===== src/rtl/pcf_pkg.sv =====
// Shared types and constants for the pin change timestamp framer.
package pcf_pkg;

  localparam logic [7:0]  HDR0 = 8'hAA;
  localparam logic [7:0]  HDR1 = 8'hFF;

  localparam logic [15:0] COMPARE_TOP_RST   = 16'd20000;
  localparam logic [15:0] US_PER_PERIOD_RST = 16'd10000;
  localparam logic [7:0]  CHANGE_MASK_RST   = 8'hFC;
  localparam logic [7:0]  DATA_MASK_RST     = 8'hFC;

  localparam int CFG_DATA_W = 16;

  typedef enum logic [1:0] {
    REG_COMPARE_TOP   = 2'd0,
    REG_US_PER_PERIOD = 2'd1,
    REG_CHANGE_MASK   = 2'd2,
    REG_DATA_MASK     = 2'd3
  } cfg_reg_t;

  typedef enum logic [2:0] {
    SLOT_HDR0  = 3'd0,
    SLOT_HDR1  = 3'd1,
    SLOT_TS3   = 3'd2,
    SLOT_TS2   = 3'd3,
    SLOT_TS1   = 3'd4,
    SLOT_TS0   = 3'd5,
    SLOT_DATA  = 3'd6,
    SLOT_SUM   = 3'd7
  } frame_slot_t;

  typedef struct packed {
    logic [15:0] compare_top;
    logic [15:0] us_per_period;
    logic [7:0]  change_mask;
    logic [7:0]  data_mask;
  } cfg_t;

  // Counter snapshot taken on a pin change
  typedef struct packed {
    logic        valid;
    logic [14:0] half;
    logic [31:0] period;
    logic [7:0]  data;
  } snap_t;

  typedef struct packed {
    logic        valid;
    logic [31:0] prod;
    logic [14:0] half;
    logic [7:0]  data;
  } prod_t;

  typedef struct packed {
    logic        valid;
    logic [31:0] ts;
    logic [7:0]  data;
  } stamp_t;

endpackage


===== src/rtl/pcf_if.sv =====
// Request channel interfaces: pin samples in, frame bytes out.
interface pcf_pin_if;
  logic       valid;
  logic       ready;
  logic [7:0] pin_levels;

  modport source (output valid, output pin_levels, input ready);
  modport sink   (input valid, input pin_levels, output ready);
endinterface

interface pcf_frame_if;
  logic       valid;
  logic       ready;
  logic [7:0] frame_byte;
  logic       frame_last;

  modport source (output valid, output frame_byte, output frame_last, input ready);
  modport sink   (input valid, input frame_byte, input frame_last, output ready);
endinterface


===== src/rtl/pin_change_timestamp_framer.sv =====
// Top level of the pin change timestamp framer.
//
//   channel      dir  payload                  handshake
//   pin_chan     in   pin_levels[7:0]          valid/ready
//   frame_chan   out  frame_byte[7:0], last    valid/ready
//   cfg          in   cfg_index[1:0], data     cfg_we, no stall
//
// One pin sample is taken per cycle while pin_chan is ready; a sample with no masked change
// yields nothing. A change yields eight bytes, one per cycle while frame_chan is ready; the
// single byte serializer takes a new frame only as the last byte of the current one goes out.
// First byte is valid once the sample has passed the snapshot, multiply, add and frame registers.
// Reset is synchronous and clears counters, previous pins, config and valid flags, not data.
// A stalled output fills the frame, add, multiply and snapshot registers before input stalls.
module pin_change_timestamp_framer
  import pcf_pkg::*;
(
  input  logic                  clk,
  input  logic                  rst,
  pcf_pin_if.sink               pin_chan,
  pcf_frame_if.source           frame_chan,
  input  logic                  cfg_we,
  input  cfg_reg_t              cfg_index,
  input  logic [CFG_DATA_W-1:0] cfg_data
);

  cfg_t   cfg;
  snap_t  snap;
  logic   snap_ready;
  stamp_t stamp;
  logic   stamp_ready;

  always_ff @(posedge clk) begin
    if (rst) begin
      cfg.compare_top   <= COMPARE_TOP_RST;
      cfg.us_per_period <= US_PER_PERIOD_RST;
      cfg.change_mask   <= CHANGE_MASK_RST;
      cfg.data_mask     <= DATA_MASK_RST;
    end else if (cfg_we) begin
      unique case (cfg_index)
        REG_COMPARE_TOP:   cfg.compare_top   <= cfg_data;
        REG_US_PER_PERIOD: cfg.us_per_period <= cfg_data;
        REG_CHANGE_MASK:   cfg.change_mask   <= cfg_data[7:0];
        REG_DATA_MASK:     cfg.data_mask     <= cfg_data[7:0];
        default: ;
      endcase
    end
  end

  pcf_track u_track (
    .clk        (clk),
    .rst        (rst),
    .cfg        (cfg),
    .in_valid   (pin_chan.valid),
    .in_ready   (pin_chan.ready),
    .pins       (pin_chan.pin_levels),
    .snap       (snap),
    .snap_ready (snap_ready)
  );

  pcf_stamp u_stamp (
    .clk           (clk),
    .rst           (rst),
    .us_per_period (cfg.us_per_period),
    .snap          (snap),
    .snap_ready    (snap_ready),
    .stamp         (stamp),
    .stamp_ready   (stamp_ready)
  );

  pcf_serial u_serial (
    .clk         (clk),
    .rst         (rst),
    .stamp       (stamp),
    .stamp_ready (stamp_ready),
    .out_valid   (frame_chan.valid),
    .out_ready   (frame_chan.ready),
    .out_byte    (frame_chan.frame_byte),
    .out_last    (frame_chan.frame_last)
  );

endmodule


===== src/rtl/pcf_track.sv =====
// Tick counters, change detection and snapshot register.
module pcf_track
  import pcf_pkg::*;
(
  input  logic       clk,
  input  logic       rst,
  input  cfg_t       cfg,
  input  logic       in_valid,
  output logic       in_ready,
  input  logic [7:0] pins,
  output snap_t      snap,
  input  logic       snap_ready
);

  logic [15:0] sub_count;
  logic [31:0] period_count;
  logic [7:0]  previous_pins;
  logic        accept;
  logic        change;

  assign in_ready = !snap.valid || snap_ready;
  assign accept   = in_valid && in_ready;
  assign change   = |((pins ^ previous_pins) & cfg.change_mask);

  always_ff @(posedge clk) begin
    if (rst) begin
      sub_count     <= '0;
      period_count  <= '0;
      previous_pins <= '0;
      snap.valid    <= 1'b0;
    end else begin
      if (accept) begin
        previous_pins <= pins;
        // wrap test uses >= so a lowered compare_top wraps at once
        if (sub_count >= cfg.compare_top) begin
          sub_count    <= '0;
          period_count <= period_count + 32'd1;
        end else begin
          sub_count <= sub_count + 16'd1;
        end
        snap.valid <= change;
      end else if (snap_ready) begin
        snap.valid <= 1'b0;
      end
    end
    if (accept && change) begin
      snap.half   <= sub_count[15:1];
      snap.period <= period_count;
      snap.data   <= pins & cfg.data_mask;
    end
  end

endmodule


===== src/rtl/pcf_stamp.sv =====
// Timestamp pipeline: multiply stage, then add stage.
module pcf_stamp
  import pcf_pkg::*;
(
  input  logic        clk,
  input  logic        rst,
  input  logic [15:0] us_per_period,
  input  snap_t       snap,
  output logic        snap_ready,
  output stamp_t      stamp,
  input  logic        stamp_ready
);

  prod_t prod;
  logic  prod_ready;

  assign prod_ready = !stamp.valid || stamp_ready;
  assign snap_ready = !prod.valid || prod_ready;

  always_ff @(posedge clk) begin
    if (rst) begin
      prod.valid  <= 1'b0;
      stamp.valid <= 1'b0;
    end else begin
      if (snap_ready) begin
        prod.valid <= snap.valid;
      end
      if (prod_ready) begin
        stamp.valid <= prod.valid;
      end
    end
    if (snap_ready && snap.valid) begin
      // low 32 bits only: product wraps modulo 2^32
      prod.prod <= snap.period * {16'd0, us_per_period};
      prod.half <= snap.half;
      prod.data <= snap.data;
    end
    if (prod_ready && prod.valid) begin
      stamp.ts   <= prod.prod + {17'd0, prod.half};
      stamp.data <= prod.data;
    end
  end

endmodule


===== src/rtl/pcf_serial.sv =====
// Frame register and byte serializer.
module pcf_serial
  import pcf_pkg::*;
(
  input  logic       clk,
  input  logic       rst,
  input  stamp_t     stamp,
  output logic       stamp_ready,
  output logic       out_valid,
  input  logic       out_ready,
  output logic [7:0] out_byte,
  output logic       out_last
);

  logic        busy;
  frame_slot_t slot;
  logic [31:0] ts;
  logic [7:0]  data;
  logic [7:0]  sum;
  logic [7:0]  sum_next;
  logic        out_accept;

  assign out_accept  = out_valid && out_ready;
  assign stamp_ready = !busy || (out_accept && slot == SLOT_SUM);
  assign sum_next    = stamp.ts[31:24] + stamp.ts[23:16] + stamp.ts[15:8]
                     + stamp.ts[7:0] + stamp.data;

  always_ff @(posedge clk) begin
    if (rst) begin
      busy <= 1'b0;
      slot <= SLOT_HDR0;
    end else if (stamp_ready) begin
      busy <= stamp.valid;
      slot <= SLOT_HDR0;
    end else if (out_accept) begin
      slot <= frame_slot_t'(slot + 3'd1);
    end
    if (stamp_ready && stamp.valid) begin
      ts   <= stamp.ts;
      data <= stamp.data;
      sum  <= sum_next;
    end
  end

  always_comb begin
    case (slot)
      SLOT_HDR0: out_byte = HDR0;
      SLOT_HDR1: out_byte = HDR1;
      SLOT_TS3:  out_byte = ts[31:24];
      SLOT_TS2:  out_byte = ts[23:16];
      SLOT_TS1:  out_byte = ts[15:8];
      SLOT_TS0:  out_byte = ts[7:0];
      SLOT_DATA: out_byte = data;
      default:   out_byte = sum;
    endcase
  end

  assign out_valid = busy;
  assign out_last  = (slot == SLOT_SUM);

endmodule


===== src/flat_wrapper.sv =====
// flat-port wrapper written by rule: the top's interface ports become plain ports
module pin_change_timestamp_framer_flat import pcf_pkg::*;
  (clk, rst, cfg_we, cfg_index, cfg_data, pin_chan_valid, pin_chan_pin_levels, pin_chan_ready, frame_chan_valid, frame_chan_frame_byte, frame_chan_frame_last, frame_chan_ready);
  pcf_pin_if pin_chan_i ();
  pcf_frame_if frame_chan_i ();
  input  logic clk;
  input  logic rst;
  input  logic cfg_we;
  input  cfg_reg_t cfg_index;
  input  logic [CFG_DATA_W-1:0] cfg_data;
  input wire logic [$bits(pin_chan_i.valid)-1:0] pin_chan_valid;
  input wire logic [$bits(pin_chan_i.pin_levels)-1:0] pin_chan_pin_levels;
  output wire logic [$bits(pin_chan_i.ready)-1:0] pin_chan_ready;
  output wire logic [$bits(frame_chan_i.valid)-1:0] frame_chan_valid;
  output wire logic [$bits(frame_chan_i.frame_byte)-1:0] frame_chan_frame_byte;
  output wire logic [$bits(frame_chan_i.frame_last)-1:0] frame_chan_frame_last;
  input wire logic [$bits(frame_chan_i.ready)-1:0] frame_chan_ready;
  assign pin_chan_i.valid = pin_chan_valid;
  assign pin_chan_i.pin_levels = pin_chan_pin_levels;
  assign pin_chan_ready = pin_chan_i.ready;
  assign frame_chan_valid = frame_chan_i.valid;
  assign frame_chan_frame_byte = frame_chan_i.frame_byte;
  assign frame_chan_frame_last = frame_chan_i.frame_last;
  assign frame_chan_i.ready = frame_chan_ready;
  pin_change_timestamp_framer u_core (.clk(clk), .rst(rst), .pin_chan(pin_chan_i), .frame_chan(frame_chan_i), .cfg_we(cfg_we), .cfg_index(cfg_index), .cfg_data(cfg_data));
endmodule

===== config.mk =====
export PLATFORM = sky130hd
export DESIGN_NAME = pin_change_timestamp_framer_flat
export DESIGN_NICKNAME = d
export VERILOG_FILES = /design/src/rtl/pcf_pkg.sv /design/src/rtl/pcf_if.sv /design/src/rtl/pin_change_timestamp_framer.sv /design/src/rtl/pcf_track.sv /design/src/rtl/pcf_stamp.sv /design/src/rtl/pcf_serial.sv /design/src/flat_wrapper.sv
export SDC_FILE = /design/constraint.sdc
export NUM_CORES = 1
export LEC_CHECK = 0
export BUFFER_PORTS_ARGS = -buffer_cell sky130_fd_sc_hd__buf_4
export CORE_MARGIN = 5
export CORE_UTILIZATION = 59
export DETAILED_ROUTE_END_ITERATION = 10
export GPL_TIMING_DRIVEN = 0
export PLACE_DENSITY = 0.78
export REMOVE_ABC_BUFFERS = 1
export SLEW_MARGIN = 20
export SYNTH_ARGS = -nofsm -noshare
export SYNTH_HDL_FRONTEND = slang
export SYNTH_SLANG_ARGS = --single-unit

===== constraint.sdc =====
create_clock -name clk -period 7.1 [get_ports clk]
set_input_delay 1.775 -clock clk [delete_from_list [all_inputs] [get_ports clk]]
set_output_delay 1.775 -clock clk [all_outputs]
set_load 0.01 [all_outputs]

==> impl_results.html <==
<table>
<tr><th>Metric</th><th>Value</th></tr>
<tr><th colspan="2">Setup path</th></tr>
<tr><td>Data arrival time of the worst path</td><td>7.04 ns</td></tr>
<tr><td>Most used cell, CP</td><td>fa_1</td></tr>
<tr><td>Number of buffers and inverters on the critical path</td><td>4</td></tr>
<tr><td>Type of the worst setup path</td><td>flip-flop to flip-flop</td></tr>
<tr><td>Worst path required time</td><td>about 7.4 ns</td></tr>
<tr><td>Critical Path End Type</td><td>flip-flop</td></tr>
<tr><td>Family with the most delay on the worst path</td><td>adder cells</td></tr>
<tr><td>Largest stage delay, worst path</td><td>roughly 0.68 ns</td></tr>
<tr><td>Cell-by-cell listing of the critical path</td><td>and2_1, fa_1, inv_1, fa_1, fa_1, fa_1, inv_1, fa_1, inv_1, fa_1, inv_1, ha_1, nand3_1, nor2_1, nand3_1, a2111oi_1, o21a_1, nand4_1, nand3b_1, xor2_1</td></tr>
<tr><td>Number of cells traversed by the worst register-to-register path</td><td>20</td></tr>
<tr><td>Startpoint type of the worst setup path</td><td>flip-flop</td></tr>
<tr><td>Worst path slowest cell</td><td>edfxtp_1</td></tr>
<tr><td>Path length in cells of the critical path</td><td>20</td></tr>
<tr><td>Maximum net fanout on the critical path</td><td>16</td></tr>
<tr><th colspan="2">GRT</th></tr>
<tr><td>First-pass GRT wire length</td><td>slightly above 90000 um</td></tr>
<tr><td>Remaining global-route overflow</td><td>0</td></tr>
<tr><td>Number of antenna violations at the first check in global routing</td><td>0</td></tr>
<tr><td>Pin count of the biggest net entering global routing</td><td>about 110</td></tr>
<tr><td>Grt met2 use</td><td>43.4%</td></tr>
<tr><td>M1 GR Usage</td><td>between 30% and 40%</td></tr>
<tr><td>Most heavily used metal layer in global routing</td><td>met2</td></tr>
<tr><td>Number of global-route vias before repair</td><td>about 18000</td></tr>
<tr><td>Met3 Use GR</td><td>about 3.8%</td></tr>
<tr><td>Aggregate global-route resource usage</td><td>about a quarter</td></tr>
<tr><th colspan="2">Detailed routing</th></tr>
<tr><td>Initial detailed-routing violation count</td><td>about 1400</td></tr>
<tr><td>Total Routed Length</td><td>around 56000 um</td></tr>
<tr><td>Number of nets with antenna violations after routing</td><td>0</td></tr>
<tr><td>Routed wirelength normalized by instance count</td><td>about 19 um</td></tr>
<tr><td>DR DRC count</td><td>0</td></tr>
<tr><td>Length of the first detailed-routing pass in iterations</td><td>5</td></tr>
<tr><td>Number of vias per cell after detailed routing</td><td>between 5 and 6</td></tr>
<tr><td>Vias after detailed routing</td><td>17000</td></tr>
<tr><th colspan="2">Cells and area</th></tr>
<tr><td>Total area of multi-input combinational cells</td><td>0.0145 mm2</td></tr>
<tr><td>Ratio of cells with drive above 1 in the final layout</td><td>approximately 6.3%</td></tr>
<tr><td>Fin nets</td><td>between 2000 and 3000</td></tr>
<tr><td>Register Area</td><td>about 0.0082 mm2</td></tr>
<tr><td>Filler cell count in the final layout</td><td>between 3000 and 4000</td></tr>
<tr><td>Final core utilization</td><td>about two thirds</td></tr>
<tr><td>Area delta synth-&gt;final</td><td>8.60%</td></tr>
<tr><td>Antenna cells</td><td>0</td></tr>
<tr><th colspan="2">Die</th></tr>
<tr><td>DIE AREA</td><td>0.0457 mm2</td></tr>
<tr><td>Area of the placeable core</td><td>slightly above 0.04 mm2</td></tr>
<tr><td>Starting density of the core</td><td>around three fifths</td></tr>
<tr><td>Die Span X</td><td>between 200 and 250 um</td></tr>
<tr><td>Total I/O pin count</td><td>42</td></tr>
<tr><td>Count of standard-cell rows</td><td>74</td></tr>
<tr><td>Die height</td><td>between 200 and 250 um</td></tr>
<tr><th colspan="2">Synthesis</th></tr>
<tr><td>Sequential share of the synthesized area</td><td>33.4%</td></tr>
<tr><td>Most area-consuming cells after synthesis</td><td>fa_1 27%, edfxtp_1 24%, dfxtp_1 9.1%</td></tr>
<tr><td>Cell taking the most area after synthesis</td><td>fa_1</td></tr>
<tr><td>Library cell with the highest instance count after synthesis</td><td>nand2_1</td></tr>
<tr><td>Most frequent cells after synthesis</td><td>396 x nand2_1, 386 x inv_1, 325 x fa_1</td></tr>
<tr><td>Syn Std Cell Area</td><td>0.0245 mm2</td></tr>
<tr><td>Number of enable flip-flop cells after synthesis</td><td>198</td></tr>
<tr><td>Syn Inst Count</td><td>about 2400</td></tr>
<tr><td>Post-synthesis register bit count</td><td>between 300 and 400</td></tr>
<tr><td>Warnings from Yosys</td><td>0</td></tr>
<tr><td>Post-synthesis average cell area</td><td>between 10 and 15 um2</td></tr>
<tr><td>Distinct cell type count after synthesis</td><td>66</td></tr>
<tr><td>Fraction of registers with async set/reset</td><td>0%</td></tr>
<tr><td>Top_reg_cell synth</td><td>edfxtp_1</td></tr>
<tr><td>Share of the synthesized area in the top cell type</td><td>26.6%</td></tr>
<tr><th colspan="2">STA</th></tr>
<tr><td>Tightest hold margin</td><td>0.419 ns</td></tr>
<tr><td>Fmax</td><td>~150 MHz</td></tr>
<tr><td>Clock period minus final worst setup slack</td><td>between 6 and 7 ns</td></tr>
<tr><td>Slew at the pin with the worst max-slew slack</td><td>~1.1 ns</td></tr>
<tr><td>Max Slew Vio Count</td><td>0</td></tr>
<tr><td>Final Cycle Share</td><td>a little over nine tenths</td></tr>
<tr><td># setup viols final</td><td>0</td></tr>
<tr><td>Setup TNS</td><td>0 ns</td></tr>
<tr><td>Final hold viol count</td><td>0</td></tr>
<tr><td>Worst slew margin relative to its limit</td><td>27.6%</td></tr>
<tr><td>Final worst slack</td><td>between 0.3 and 0.4 ns</td></tr>
<tr><td>Setup repair after global routing missed its margin</td><td>no</td></tr>
<tr><td>Final setup skew</td><td>approximately 0.030 ns</td></tr>
<tr><th colspan="2">Min path</th></tr>
<tr><td>Type of the worst min-delay path</td><td>flip-flop to flip-flop</td></tr>
<tr><td>Cells on Worst Hold Path</td><td>0</td></tr>
<tr><th colspan="2">Clocking</th></tr>
<tr><td>Clock slew at reported path FFs</td><td>roughly 0.060 ns</td></tr>
<tr><td>Level count of the clock H-tree</td><td>2</td></tr>
<tr><td>Post-cts hold buffer count</td><td>0</td></tr>
<tr><td>CTS buffer count</td><td>34</td></tr>
<tr><td>Clock Sinks</td><td>309</td></tr>
<tr><td>Maximum clock path buffer count</td><td>3</td></tr>
<tr><td>Clock Tree Root</td><td>clkbuf_16</td></tr>
<tr><td>Worst-Skew Late Latency</td><td>roughly 0.53 ns</td></tr>
<tr><td>Clock tree from TritonCTS</td><td>built</td></tr>
<tr><th colspan="2">Place</th></tr>
<tr><td>Routability Congestion</td><td>0.879</td></tr>
<tr><td>Number of I/O port buffers</td><td>41</td></tr>
<tr><td>Sum of net half-perimeters after detailed placement</td><td>40500 um</td></tr>
<tr><td>Pre-CTS setup slack</td><td>0.0272 ns</td></tr>
<tr><th colspan="2">Power and ir drop</th></tr>
<tr><td>Power Dens Cells</td><td>about 270 mW/mm2</td></tr>
<tr><td>Worst vdd ir</td><td>around 0.21 mV</td></tr>
<tr><td>Leakage power total</td><td>11.3 nW</td></tr>
<tr><th colspan="2">Outcome</th></tr>
<tr><td>Run status</td><td>finished clean</td></tr>
<tr><th colspan="2">Flow run</th></tr>
<tr><td>Max-capacitance violation count</td><td>0</td></tr>
</table>
-- sequential cells by signal, indices dropped and copies added (netlist names) --
register / flops
u_core.cfg: 48
u_core.u_serial.data: 8
u_core.u_serial.out_valid: 1
u_core.u_serial.slot: 3
u_core.u_serial.sum: 8
u_core.u_serial.ts: 32
u_core.u_stamp.prod: 56
u_core.u_stamp.stamp: 41
u_core.u_track.period_count: 32
u_core.u_track.previous_pins: 8
u_core.u_track.snap: 56
u_core.u_track.sub_count: 16
-- report_power, final --
group,total (mW),internal (mW),switching [mW]
Clock,1.89,1.15,0.739
Combinational,2.84,1.18,1.67
Sequential,2.36,2.20,0.159
Total,7.09,4.53,2.56
-- final timing paths --
check	to	slack, ns	startpoint
setup reg to reg	u_core.u_stamp.prod[52]	0.33	u_core.u_track.snap[15]
setup / recovery	u_core.u_stamp.prod[52]	0.33	u_core.u_track.snap[15]
hold reg to reg	u_core.u_stamp.stamp[1]	0.42	u_core.u_stamp.prod[1]
hold / removal	u_core.u_stamp.stamp[1]	0.42	u_core.u_stamp.prod[1]
-- cell families after synthesis --
| family | share of synthesized area [%] |
|---|---|
| compound gates | 5.42 |
| xor+xnor | 4.65 |
| fa+ha+maj | 32.3 |
| flops | 33.4 |
| simple gates | 16.2 |
| buf+inv | 7.52 |
| mux | 0.552 |
-- per-layer routing --
metal | part of all wire (%) | up-vias
li1 | - | 7610
met1 | 40 | 8543
met2 | 49 | 679
met3 | 6.9 | 164
met4 | 3.6 | 0
met5 | 0 | -
-- worst register-to-register path: stages, from the launching register on --
cell,delay [ns]
edfxtp_1,0.68
and2_1,0.32
fa_1,0.53
inv_1,0.05
fa_1,0.49
fa_1,0.46
fa_1,0.51
inv_1,0.06
fa_1,0.53
inv_1,0.06
fa_1,0.47
inv_1,0.04
ha_1,0.34
nand3_1,0.13
nor2_1,0.17
nand3_1,0.22
a2111oi_1,0.56
o21a_1,0.26
nand4_1,0.15
nand3b_1,0.12
xor2_1,0.37
-- cell usage in the layout (no fill, tap or decap), types with 52 or more instances in the layout --
| master | n |
|---|---|
| a21oi_1 | 81 |
| inv_1 | 385 |
| ha_1 | 112 |
| xnor2_1 | 85 |
| edfxtp_1 | 198 |
| and2_1 | 163 |
| nor2_1 | 96 |
| buf_4 | 52 |
| dfxtp_1 | 100 |
| nand2_1 | 396 |
| fa_1 | 325 |
-- cell type report --
class                      count  share of cell area (%)
clock buffer                  41                    3.42
clock inverter                20                    1.20
inverter                     386                    5.45
multi-input combinational   1617                    54.6
sequential                   309                    30.8
tap                          532                    2.50
timing repair buffer          59                    2.02
-- through the flow --
stage	power, mW	std cells	cell area (um2)
2_1_floorplan	4.38	2312	24100
3_3_place_gp	5.07	2885	25100
3_5_place_dp	5.19	2894	25300
4_1_cts	7.10	2955	26500
5_1_grt	7.54	2964	26600
6_report	7.09	2964	26600
-- timing repair --
action,CTS,global route
pin swaps,0,0
gates resized for setup,1,5
endpoints found under the setup margin,1,2
buffers inserted,0,9
(Power assumes the default switching activity.)
